<file path="src/rtl/double_ended_list_store_defines.svh">
// assertion macros for the rtl files, included by the datapath
`ifndef DOUBLE_ENDED_LIST_STORE_DEFINES_SVH
`define DOUBLE_ENDED_LIST_STORE_DEFINES_SVH

`ifndef NO_ASSERTIONS

// checked on every clock edge outside reset
`define DELS_ASSERT(lbl, expr) \
    lbl: assert property (@(posedge aclk) disable iff (!aresetn) (expr)) \
        else $error("%m: assertion failed");

// checked on every clock edge, reset included
`define DELS_ASSERT_ALWAYS(lbl, expr) \
    lbl: assert property (@(posedge aclk) (expr)) \
        else $error("%m: assertion failed");

`else

`define DELS_ASSERT(lbl, expr)
`define DELS_ASSERT_ALWAYS(lbl, expr)

`endif

`endif

</file>
<file path="src/rtl/dels_pkg.sv">
package dels_pkg;

    localparam int DEPTH_DEF  = 16;
    localparam int DATA_W     = 32;
    localparam int MODE_W     = 3;
    localparam int STATUS_W   = 2;
    localparam int COUNT_W    = 5;
    localparam int TDATA_IN_W = 32;
    localparam int TDATA_OUT_W = 40;

    typedef enum logic [MODE_W-1:0] {
        MODE_PUSH_FRONT = 3'd0,
        MODE_PUSH_BACK  = 3'd1,
        MODE_POP_FRONT  = 3'd2,
        MODE_POP_BACK   = 3'd3,
        MODE_CLEAR      = 3'd4,
        MODE_READ_ALL   = 3'd5
    } mode_t;

    typedef enum logic [STATUS_W-1:0] {
        STAT_OK    = 2'd0,
        STAT_EMPTY = 2'd1,
        STAT_FULL  = 2'd2
    } status_t;

    typedef enum logic [1:0] {
        S_IDLE,
        S_POP_LD,
        S_DUMP_RD,
        S_DUMP_LD
    } state_t;

    // controller to datapath
    typedef struct packed {
        logic    push_front;
        logic    push_back;
        logic    pop_front;
        logic    pop_back;
        logic    clear;
        logic    dump_rd;
        logic    idx_clr;
        logic    idx_inc;
        logic    load_zero;
        logic    load_ram;
        logic    last;
        status_t status;
    } dels_cmd_t;

    // datapath to controller
    typedef struct packed {
        logic empty;
        logic full;
        logic dump_last;
        logic out_free;
    } dels_stat_t;

endpackage

</file>
<file path="src/rtl/dels_ram.sv">
module dels_ram #(
    parameter int WIDTH = 32,
    parameter int DEPTH = 16
) (
    input  logic                     aclk,
    input  logic                     wr_en,
    input  logic [$clog2(DEPTH)-1:0] wr_addr,
    input  logic [WIDTH-1:0]         wr_data,
    input  logic                     rd_en,
    input  logic [$clog2(DEPTH)-1:0] rd_addr,
    output logic [WIDTH-1:0]         rd_data
);

    logic [WIDTH-1:0] mem [DEPTH];
    logic [WIDTH-1:0] rd_data_reg;

    always_ff @(posedge aclk) begin
        if (wr_en) begin
            mem[wr_addr] <= wr_data;
        end
        if (rd_en) begin
            rd_data_reg <= mem[rd_addr];
        end
    end

    assign rd_data = rd_data_reg;

endmodule

</file>
<file path="src/rtl/dels_ctrl.sv">
module dels_ctrl (
    input  logic                         aclk,
    input  logic                         aresetn,
    input  logic                         s_tvalid,
    input  logic [dels_pkg::MODE_W-1:0]  mode,
    output logic                         s_tready,
    input  dels_pkg::dels_stat_t         stat,
    output dels_pkg::dels_cmd_t          cmd
);

    import dels_pkg::*;

    state_t state_reg;
    state_t state_next;
    logic   accept;

    assign s_tready = (state_reg == S_IDLE) && stat.out_free;
    assign accept   = s_tvalid && s_tready;

    always_ff @(posedge aclk) begin
        if (!aresetn) begin
            state_reg <= S_IDLE;
        end else begin
            state_reg <= state_next;
        end
    end

    // next state
    always_comb begin
        state_next = state_reg;
        unique case (state_reg)
            S_IDLE: begin
                if (accept) begin
                    unique case (mode) inside
                        MODE_POP_FRONT, MODE_POP_BACK: begin
                            if (!stat.empty) state_next = S_POP_LD;
                        end
                        MODE_READ_ALL: begin
                            if (!stat.empty) state_next = S_DUMP_RD;
                        end
                        default: state_next = S_IDLE;
                    endcase
                end
            end
            S_POP_LD: begin
                if (stat.out_free) state_next = S_IDLE;
            end
            S_DUMP_RD: begin
                state_next = S_DUMP_LD;
            end
            S_DUMP_LD: begin
                if (stat.out_free) state_next = stat.dump_last ? S_IDLE : S_DUMP_RD;
            end
            default: state_next = S_IDLE;
        endcase
    end

    // commands
    always_comb begin
        cmd        = '0;
        cmd.status = STAT_OK;
        unique case (state_reg)
            S_IDLE: begin
                if (accept) begin
                    unique case (mode) inside
                        MODE_PUSH_FRONT, MODE_PUSH_BACK: begin
                            cmd.load_zero = 1'b1;
                            cmd.last      = 1'b1;
                            if (stat.full) begin
                                cmd.status = STAT_FULL;
                            end else if (mode == MODE_PUSH_FRONT) begin
                                cmd.push_front = 1'b1;
                            end else begin
                                cmd.push_back = 1'b1;
                            end
                        end
                        MODE_POP_FRONT, MODE_POP_BACK: begin
                            if (stat.empty) begin
                                cmd.load_zero = 1'b1;
                                cmd.last      = 1'b1;
                                cmd.status    = STAT_EMPTY;
                            end else if (mode == MODE_POP_FRONT) begin
                                cmd.pop_front = 1'b1;
                            end else begin
                                cmd.pop_back = 1'b1;
                            end
                        end
                        MODE_CLEAR: begin
                            cmd.clear     = 1'b1;
                            cmd.load_zero = 1'b1;
                            cmd.last      = 1'b1;
                        end
                        MODE_READ_ALL: begin
                            if (stat.empty) begin
                                cmd.load_zero = 1'b1;
                                cmd.last      = 1'b1;
                                cmd.status    = STAT_EMPTY;
                            end else begin
                                cmd.idx_clr = 1'b1;
                            end
                        end
                        default: begin
                            cmd.load_zero = 1'b1;
                            cmd.last      = 1'b1;
                        end
                    endcase
                end
            end
            S_POP_LD: begin
                if (stat.out_free) begin
                    cmd.load_ram = 1'b1;
                    cmd.last     = 1'b1;
                end
            end
            S_DUMP_RD: begin
                cmd.dump_rd = 1'b1;
            end
            S_DUMP_LD: begin
                if (stat.out_free) begin
                    cmd.load_ram = 1'b1;
                    cmd.last     = stat.dump_last;
                    cmd.idx_inc  = 1'b1;
                end
            end
            default: cmd = '0;
        endcase
    end

endmodule

</file>
<file path="src/rtl/dels_dp.sv">
`include "double_ended_list_store_defines.svh"

module dels_dp #(
    parameter int DEPTH = dels_pkg::DEPTH_DEF
) (
    input  logic                           aclk,
    input  logic                           aresetn,
    input  dels_pkg::dels_cmd_t            cmd,
    output dels_pkg::dels_stat_t           stat,
    input  logic [dels_pkg::DATA_W-1:0]    value,
    input  logic                           m_tready,
    output logic                           out_valid,
    output logic [dels_pkg::DATA_W-1:0]    out_value,
    output logic [dels_pkg::STATUS_W-1:0]  out_status,
    output logic [dels_pkg::COUNT_W-1:0]   out_count,
    output logic                           out_last
);

    import dels_pkg::*;

    localparam int PTR_W = $clog2(DEPTH);
    localparam int CNT_W = $clog2(DEPTH + 1);

    logic [PTR_W-1:0]    front_reg, front_next;
    logic [CNT_W-1:0]    count_reg, count_next;
    logic [PTR_W-1:0]    idx_reg, idx_next;
    logic                out_valid_reg, out_valid_next;
    logic [DATA_W-1:0]   out_value_reg;
    logic [STATUS_W-1:0] out_status_reg;
    logic [COUNT_W-1:0]  out_count_reg;
    logic                out_last_reg;

    logic [PTR_W-1:0]    front_dec, front_inc;
    logic                wr_en, rd_en;
    logic [PTR_W-1:0]    wr_addr, rd_addr;
    logic [DATA_W-1:0]   rd_data;

    // ring position base + off, both below DEPTH
    function automatic logic [PTR_W-1:0] slot_of(input logic [PTR_W-1:0] base,
                                                 input logic [PTR_W-1:0] off);
        logic [PTR_W:0] sum;
        sum = {1'b0, base} + {1'b0, off};
        if (sum >= (PTR_W+1)'(DEPTH)) sum = sum - (PTR_W+1)'(DEPTH);
        return sum[PTR_W-1:0];
    endfunction

    assign front_dec = (front_reg == '0) ? PTR_W'(DEPTH - 1) : front_reg - 1'b1;
    assign front_inc = slot_of(front_reg, PTR_W'(1));

    assign stat.empty     = (count_reg == '0);
    assign stat.full      = (count_reg == CNT_W'(DEPTH));
    assign stat.dump_last = (CNT_W'(idx_reg) + 1'b1 == count_reg);
    assign stat.out_free  = !out_valid_reg || m_tready;

    // entry store access
    assign wr_en   = cmd.push_front || cmd.push_back;
    assign wr_addr = cmd.push_front ? front_dec : slot_of(front_reg, PTR_W'(count_reg));
    assign rd_en   = cmd.pop_front || cmd.pop_back || cmd.dump_rd;

    always_comb begin
        if (cmd.pop_front) begin
            rd_addr = front_reg;
        end else if (cmd.pop_back) begin
            rd_addr = slot_of(front_reg, PTR_W'(count_reg - 1'b1));
        end else begin
            rd_addr = slot_of(front_reg, idx_reg);
        end
    end

    dels_ram #(
        .WIDTH (DATA_W),
        .DEPTH (DEPTH)
    ) u_store (
        .aclk    (aclk),
        .wr_en   (wr_en),
        .wr_addr (wr_addr),
        .wr_data (value),
        .rd_en   (rd_en),
        .rd_addr (rd_addr),
        .rd_data (rd_data)
    );

    always_comb begin
        front_next = front_reg;
        count_next = count_reg;
        idx_next   = idx_reg;
        if (cmd.clear) begin
            front_next = '0;
            count_next = '0;
        end
        if (cmd.push_front) front_next = front_dec;
        if (cmd.pop_front)  front_next = front_inc;
        if (cmd.push_front || cmd.push_back) count_next = count_reg + 1'b1;
        if (cmd.pop_front || cmd.pop_back)   count_next = count_reg - 1'b1;
        if (cmd.idx_clr) idx_next = '0;
        if (cmd.idx_inc) idx_next = idx_reg + 1'b1;
    end

    always_comb begin
        out_valid_next = out_valid_reg;
        if (cmd.load_zero || cmd.load_ram) begin
            out_valid_next = 1'b1;
        end else if (m_tready) begin
            out_valid_next = 1'b0;
        end
    end

    always_ff @(posedge aclk) begin
        if (!aresetn) begin
            front_reg     <= '0;
            count_reg     <= '0;
            idx_reg       <= '0;
            out_valid_reg <= 1'b0;
        end else begin
            front_reg     <= front_next;
            count_reg     <= count_next;
            idx_reg       <= idx_next;
            out_valid_reg <= out_valid_next;
        end
    end

    always_ff @(posedge aclk) begin
        if (cmd.load_zero || cmd.load_ram) begin
            out_value_reg  <= cmd.load_ram ? rd_data : '0;
            out_status_reg <= cmd.status;
            out_count_reg  <= COUNT_W'(count_next);
            out_last_reg   <= cmd.last;
        end
    end

    assign out_valid  = out_valid_reg;
    assign out_value  = out_value_reg;
    assign out_status = out_status_reg;
    assign out_count  = out_count_reg;
    assign out_last   = out_last_reg;

    `DELS_ASSERT(a_count_bound, count_reg <= CNT_W'(DEPTH))
    `DELS_ASSERT(a_front_bound, front_reg <= PTR_W'(DEPTH - 1))
    `DELS_ASSERT(a_no_push_full, (cmd.push_front || cmd.push_back) |-> !stat.full)
    `DELS_ASSERT(a_no_pop_empty, (cmd.pop_front || cmd.pop_back) |-> !stat.empty)
    `DELS_ASSERT(a_load_free, (cmd.load_zero || cmd.load_ram) |-> stat.out_free)
    `DELS_ASSERT(a_pop_then_load, (cmd.pop_front || cmd.pop_back) |=> !rd_en)

endmodule

</file>
<file path="src/rtl/double_ended_list_store.sv">
// double-ended list store: bounded ring of signed 32-bit entries, one command per word
// push, clear, refused commands: result valid in the cycle after accept; next one needs a free output
// pop: registered entry store read, then output load once free; next command after the load
// read all: store read then output load for each entry, front to back; next command after the last
// synchronous active-low reset empties the list; stored entries are kept, never cleared
module double_ended_list_store #(
    parameter int DEPTH = dels_pkg::DEPTH_DEF  // ring slots, 2 to 31
) (
    input  logic                              aclk,
    input  logic                              aresetn,

    // command channel
    input  logic                              s_tvalid,
    output logic                              s_tready,
    input  logic [dels_pkg::TDATA_IN_W-1:0]   s_tdata,   // value[31:0]
    input  logic [dels_pkg::MODE_W-1:0]       s_tuser,   // mode[2:0]

    // result channel
    output logic                              m_tvalid,
    input  logic                              m_tready,
    output logic [dels_pkg::TDATA_OUT_W-1:0]  m_tdata,   // value_res[31:0], count[36:32], zero pad
    output logic [dels_pkg::STATUS_W-1:0]     m_tuser,   // status[1:0]
    output logic                              m_tlast    // last result of the command
);

    import dels_pkg::*;

    dels_cmd_t           cmd;
    dels_stat_t          stat;
    logic [DATA_W-1:0]   out_value;
    logic [COUNT_W-1:0]  out_count;

    // sequencer: decodes the mode, walks pops and read-outs through the store
    dels_ctrl u_ctrl (
        .aclk     (aclk),
        .aresetn  (aresetn),
        .s_tvalid (s_tvalid),
        .mode     (s_tuser),
        .s_tready (s_tready),
        .stat     (stat),
        .cmd      (cmd)
    );

    // ring pointers, entry store and output register
    dels_dp #(
        .DEPTH (DEPTH)
    ) u_dp (
        .aclk       (aclk),
        .aresetn    (aresetn),
        .cmd        (cmd),
        .stat       (stat),
        .value      (s_tdata[DATA_W-1:0]),
        .m_tready   (m_tready),
        .out_valid  (m_tvalid),
        .out_value  (out_value),
        .out_status (m_tuser),
        .out_count  (out_count),
        .out_last   (m_tlast)
    );

    // pack result word, pad to whole bytes
    assign m_tdata = {{(TDATA_OUT_W - DATA_W - COUNT_W){1'b0}}, out_count, out_value};

endmodule

</file>
<file path="config.mk">
export PLATFORM = sky130hd
export DESIGN_NAME = double_ended_list_store
export DESIGN_NICKNAME = d
export VERILOG_FILES = /design/src/rtl/dels_pkg.sv /design/src/rtl/dels_ram.sv /design/src/rtl/dels_ctrl.sv /design/src/rtl/dels_dp.sv /design/src/rtl/double_ended_list_store.sv
export VERILOG_INCLUDE_DIRS = /design/src /design/src/rtl
export SDC_FILE = /design/constraint.sdc
export NUM_CORES = 1
export LEC_CHECK = 0
export ABC_AREA = 1
export BUFFER_PORTS_ARGS = -buffer_cell sky130_fd_sc_hd__buf_4
export CORE_UTILIZATION = 50
export DETAILED_ROUTE_END_ITERATION = 10
export GPL_TIMING_DRIVEN = 0
export PLACE_DENSITY = 0.7
export SLEW_MARGIN = 30
export SYNTH_ARGS = -nofsm -noshare
export SYNTH_HDL_FRONTEND = slang
export SYNTH_SLANG_ARGS = --single-unit
</file>
<file path="constraint.sdc">
create_clock -name aclk -period 4.64 [get_ports aclk]
set_input_delay 0.464 -clock aclk [delete_from_list [all_inputs] [get_ports aclk]]
set_output_delay 0.464 -clock aclk [all_outputs]
set_load 0.03 [all_outputs]
</file>
==> flow_summary.yaml <==
run_status:
  violations: "design-rule violations"
  status: "complete, but fails checks"
layout:
  largest_reg_flops: 512
  area_growth_pct: 16.2
  fin_util_pct: 58.8
  nets: 2739
  drive_above_1_share_pct: 13.2
  diodes: 0
global_routing:
  grt_pass1_wl_microns: 112000
  antenna_found_initial: 0
  grt_pass1_vias: 18480
  grt_overflow: 0
  grt_max_degree: 34
  grt_usage_pct: 28.2
setup_path:
  reg2regPathDepth: 15
  critPathLaunchType: "flop"
  cp.arrival_ns: 4.78
  r2r_slack_ns: 0.36
  r2r_start: "u_dp.count_reg[1]$_SDFF_PN0_"
  crit_family: "buffers and inverters"
  critical_path.startpoint: "u_dp.count_reg[1]$_SDFF_PN0_"
  reg2reg_to: "u_dp.u_store.rd_data[2]$_DFFE_PP_"
  crit_chain: "inv_1 > ha_1 > nand3_4 > nand2_1 > o21ai_0 > ha_1 > inv_1 > fa_1 > o21ai_1 > buf_2 > buf_2 > nand3_1 > nand3_1 > nand3_1 > nand2_1"
  path_max_fanout: 10
  slowest_stage: "dfxtp_1"
  crit_required_ns: 5.14
  crit_type: "flop to flop"
  cp.depth: 15
  timing.critical_path.buf_inv: 4
  cp-end-kind: "flop"
  critPathMaxStageDelay_ns: 0.51
  crit_path_end: "u_dp.u_store.rd_data[2]$_DFFE_PP_"
  crit_path_frequent_cell: "nand3_1"
place:
  routabilityCongestion: 0.874
  pre_cts_ws_ns: 0.494
  dpl.hpwl_microns: 51000
  port_buffers: 80
sta:
  fmax_ghz: 0.234
  finalMaxSlewViolations: 0
  setup_violations: 0
  max_slew_margin_pct: 39.1
  rsz0062_at_grt: "false"
  tns_ns: 0
  finalCriticalPeriod_ns: 4.28
  timing.final.crit_share_pct: 92.2
  worst_slack_ns: 0.361
  final-hold-violation-count: 0
  worstMarginPinSlew_ns: 0.914
  fin_skew_ns: 0.0171
yosys:
  synth_cell_types: 38
  postSynth.asyncResetShare_pct: 0
  synth_edf_count: 584
  ys_top_cells_by_area: "edfxtp_1, nand2_1, nand3_1"
  synth_commonest_cells: "nand2_1, edfxtp_1, nand3_1, inv_1, buf_2"
  synthCells: 2512
  synth_flop_cell: "edfxtp_1"
  synth_top_cell_area_share_pct: 65.9
  synth.largest_area_cell: "edfxtp_1"
  yosysWarnings: 0
  syn_area_sq_mm: 0.0266
  seq_area_frac_synth_pct: 67.1
  synth_seq_cells: 600
  yosysMostFrequentCell: "nand2_1"
  syn_avg_cell_area_sq_um: 10.6
routing:
  routedWlPerCell_microns: 22.1
  first_pass_iters: 10
  via_per_inst: 5.61
  routed_wl_microns: 75600
  drc: 2
  vias: 19222
  dr.first_iter.drc_count: 2429
  final_antenna_net_count: 0
floorplanning:
  pin_count: 84
  core_area_sq_mm: 0.0526
  num_rows: 84
  fp.dieH_microns: 233
  dieArea_sq_mm: 0.0541
  start_util_pct: 50.6
  die_x_microns: 233
clocking:
  clockRootBuffer: "clkbuf_16"
  cts_setup_buffers: 0
  clkSinkCount: 600
  clock_latency_ns: 0.65
  post_cts_resized: 0
  h-tree-depth: 2
  cts_tree: "built"
  ctsHoldBuffers: 0
  numCtsBuffers: 61
  clockBufferDepth: 3
  path_clk_slew_ns: 0.06
run:
  drv_cap: 0
worst_hold_path:
  worstHoldPathType: "input port to flop"
power_and_ir_drop:
  ir_worst_vdd_mv: 0.322
  power_leakage_nw: 13.0
  power_density_mw_per_mm2: 436
report_power, final:
group,internal (mW),switching [mW],total [mW]
Combinational,0.625,1.64,2.26
Clock,2.74,2.09,4.83
Sequential,6.27,0.0925,6.37
per-stage QoR:
stage	hold WS [ns]	instances	power (mW)	instance area, sq um
2_1_floorplan	0.471	2514	7.79	26600
3_5_place_dp	0.515	3310	8.70	29000
4_1_cts	0.0664	3424	13.5	30900
3_3_place_gp	0.496	3282	8.61	28100
5_1_grt	0.0900	3424	13.9	30900
6_report	0.0858	3424	13.5	30900
area by class of cell:
cell class	count	area, sq um
buffer	140	728
clock buffer	80	1620
clock inverter	34	323
fill	4197	21600
inverter	365	1370
multi-input combinational	1409	6790
sequential	600	17900
tap	688	861
timing repair buffer	108	1360
worst min-delay path by stage:
stage	start	to	slack [ns]	depth (start not counted)
2_1_floorplan	u_dp.idx_reg[1]$_SDFFE_PN0P_	u_dp.idx_reg[1]$_SDFFE_PN0P_	0.47	2
3_3_place_gp	u_dp.idx_reg[1]$_SDFFE_PN0P_	u_dp.idx_reg[1]$_SDFFE_PN0P_	0.50	2
3_5_place_dp	u_dp.idx_reg[1]$_SDFFE_PN0P_	u_dp.idx_reg[1]$_SDFFE_PN0P_	0.51	2
4_1_cts	aresetn	u_dp.count_reg[1]$_SDFF_PN0_	0.07	2
5_1_grt	aresetn	u_dp.count_reg[1]$_SDFF_PN0_	0.09	2
6_report	aresetn	u_dp.count_reg[1]$_SDFF_PN0_	0.09	2
metal layers:
| layer | track usage (%) | routed length, microns | vias up |
|---|---|---|---|
| li1 | - | - | 8705 |
| met5 | 0 | 0 | - |
| met1 | 36.9 | 29100 | 9195 |
| met2 | 45.4 | 35600 | 1118 |
| met4 | 12.4 | 3160 | 0 |
| met3 | 5.67 | 7760 | 204 |
kinds of logic (layout without fill, tap and decap cells):
group,after synthesis,count (layout),share of synthesized area (%)
and+or+nand+nor,1333,1333,22.8
DFF,600,600,67.1
buffers and inverters,505,727,7.89
AOI/OAI and AO/OA,44,44,0.946
adders and majority gates,15,15,0.762
xor gates and xnor gates,14,14,0.461
other,1,3,0.0141
cell usage in the layout (no fill, tap or decap), drive strengths merged:
| master | instances |
|---|---|
| a32oi | 1 |
| and2 | 1 |
| xnor2 | 4 |
| conb | 3 |
| o22ai | 2 |
| a21oi | 13 |
| clkinv | 27 |
| buf | 235 |
| o21a | 1 |
| inv | 366 |
| a21boi | 1 |
| nand4 | 5 |
| dfxtp | 16 |
| clkbuf | 93 |
| nand3 | 473 |
| clkinvlp | 1 |
| edfxtp | 584 |
| xor2 | 10 |
| a31oi | 6 |
| o21ai | 18 |
| o21bai | 1 |
| fa | 2 |
| ha | 13 |
| nand3b | 96 |
| nor3 | 5 |
| nand2 | 677 |
| nor2 | 74 |
| a21o | 1 |
| or2 | 2 |
| bufinv | 5 |
Power figures use the tool's default switching activity.
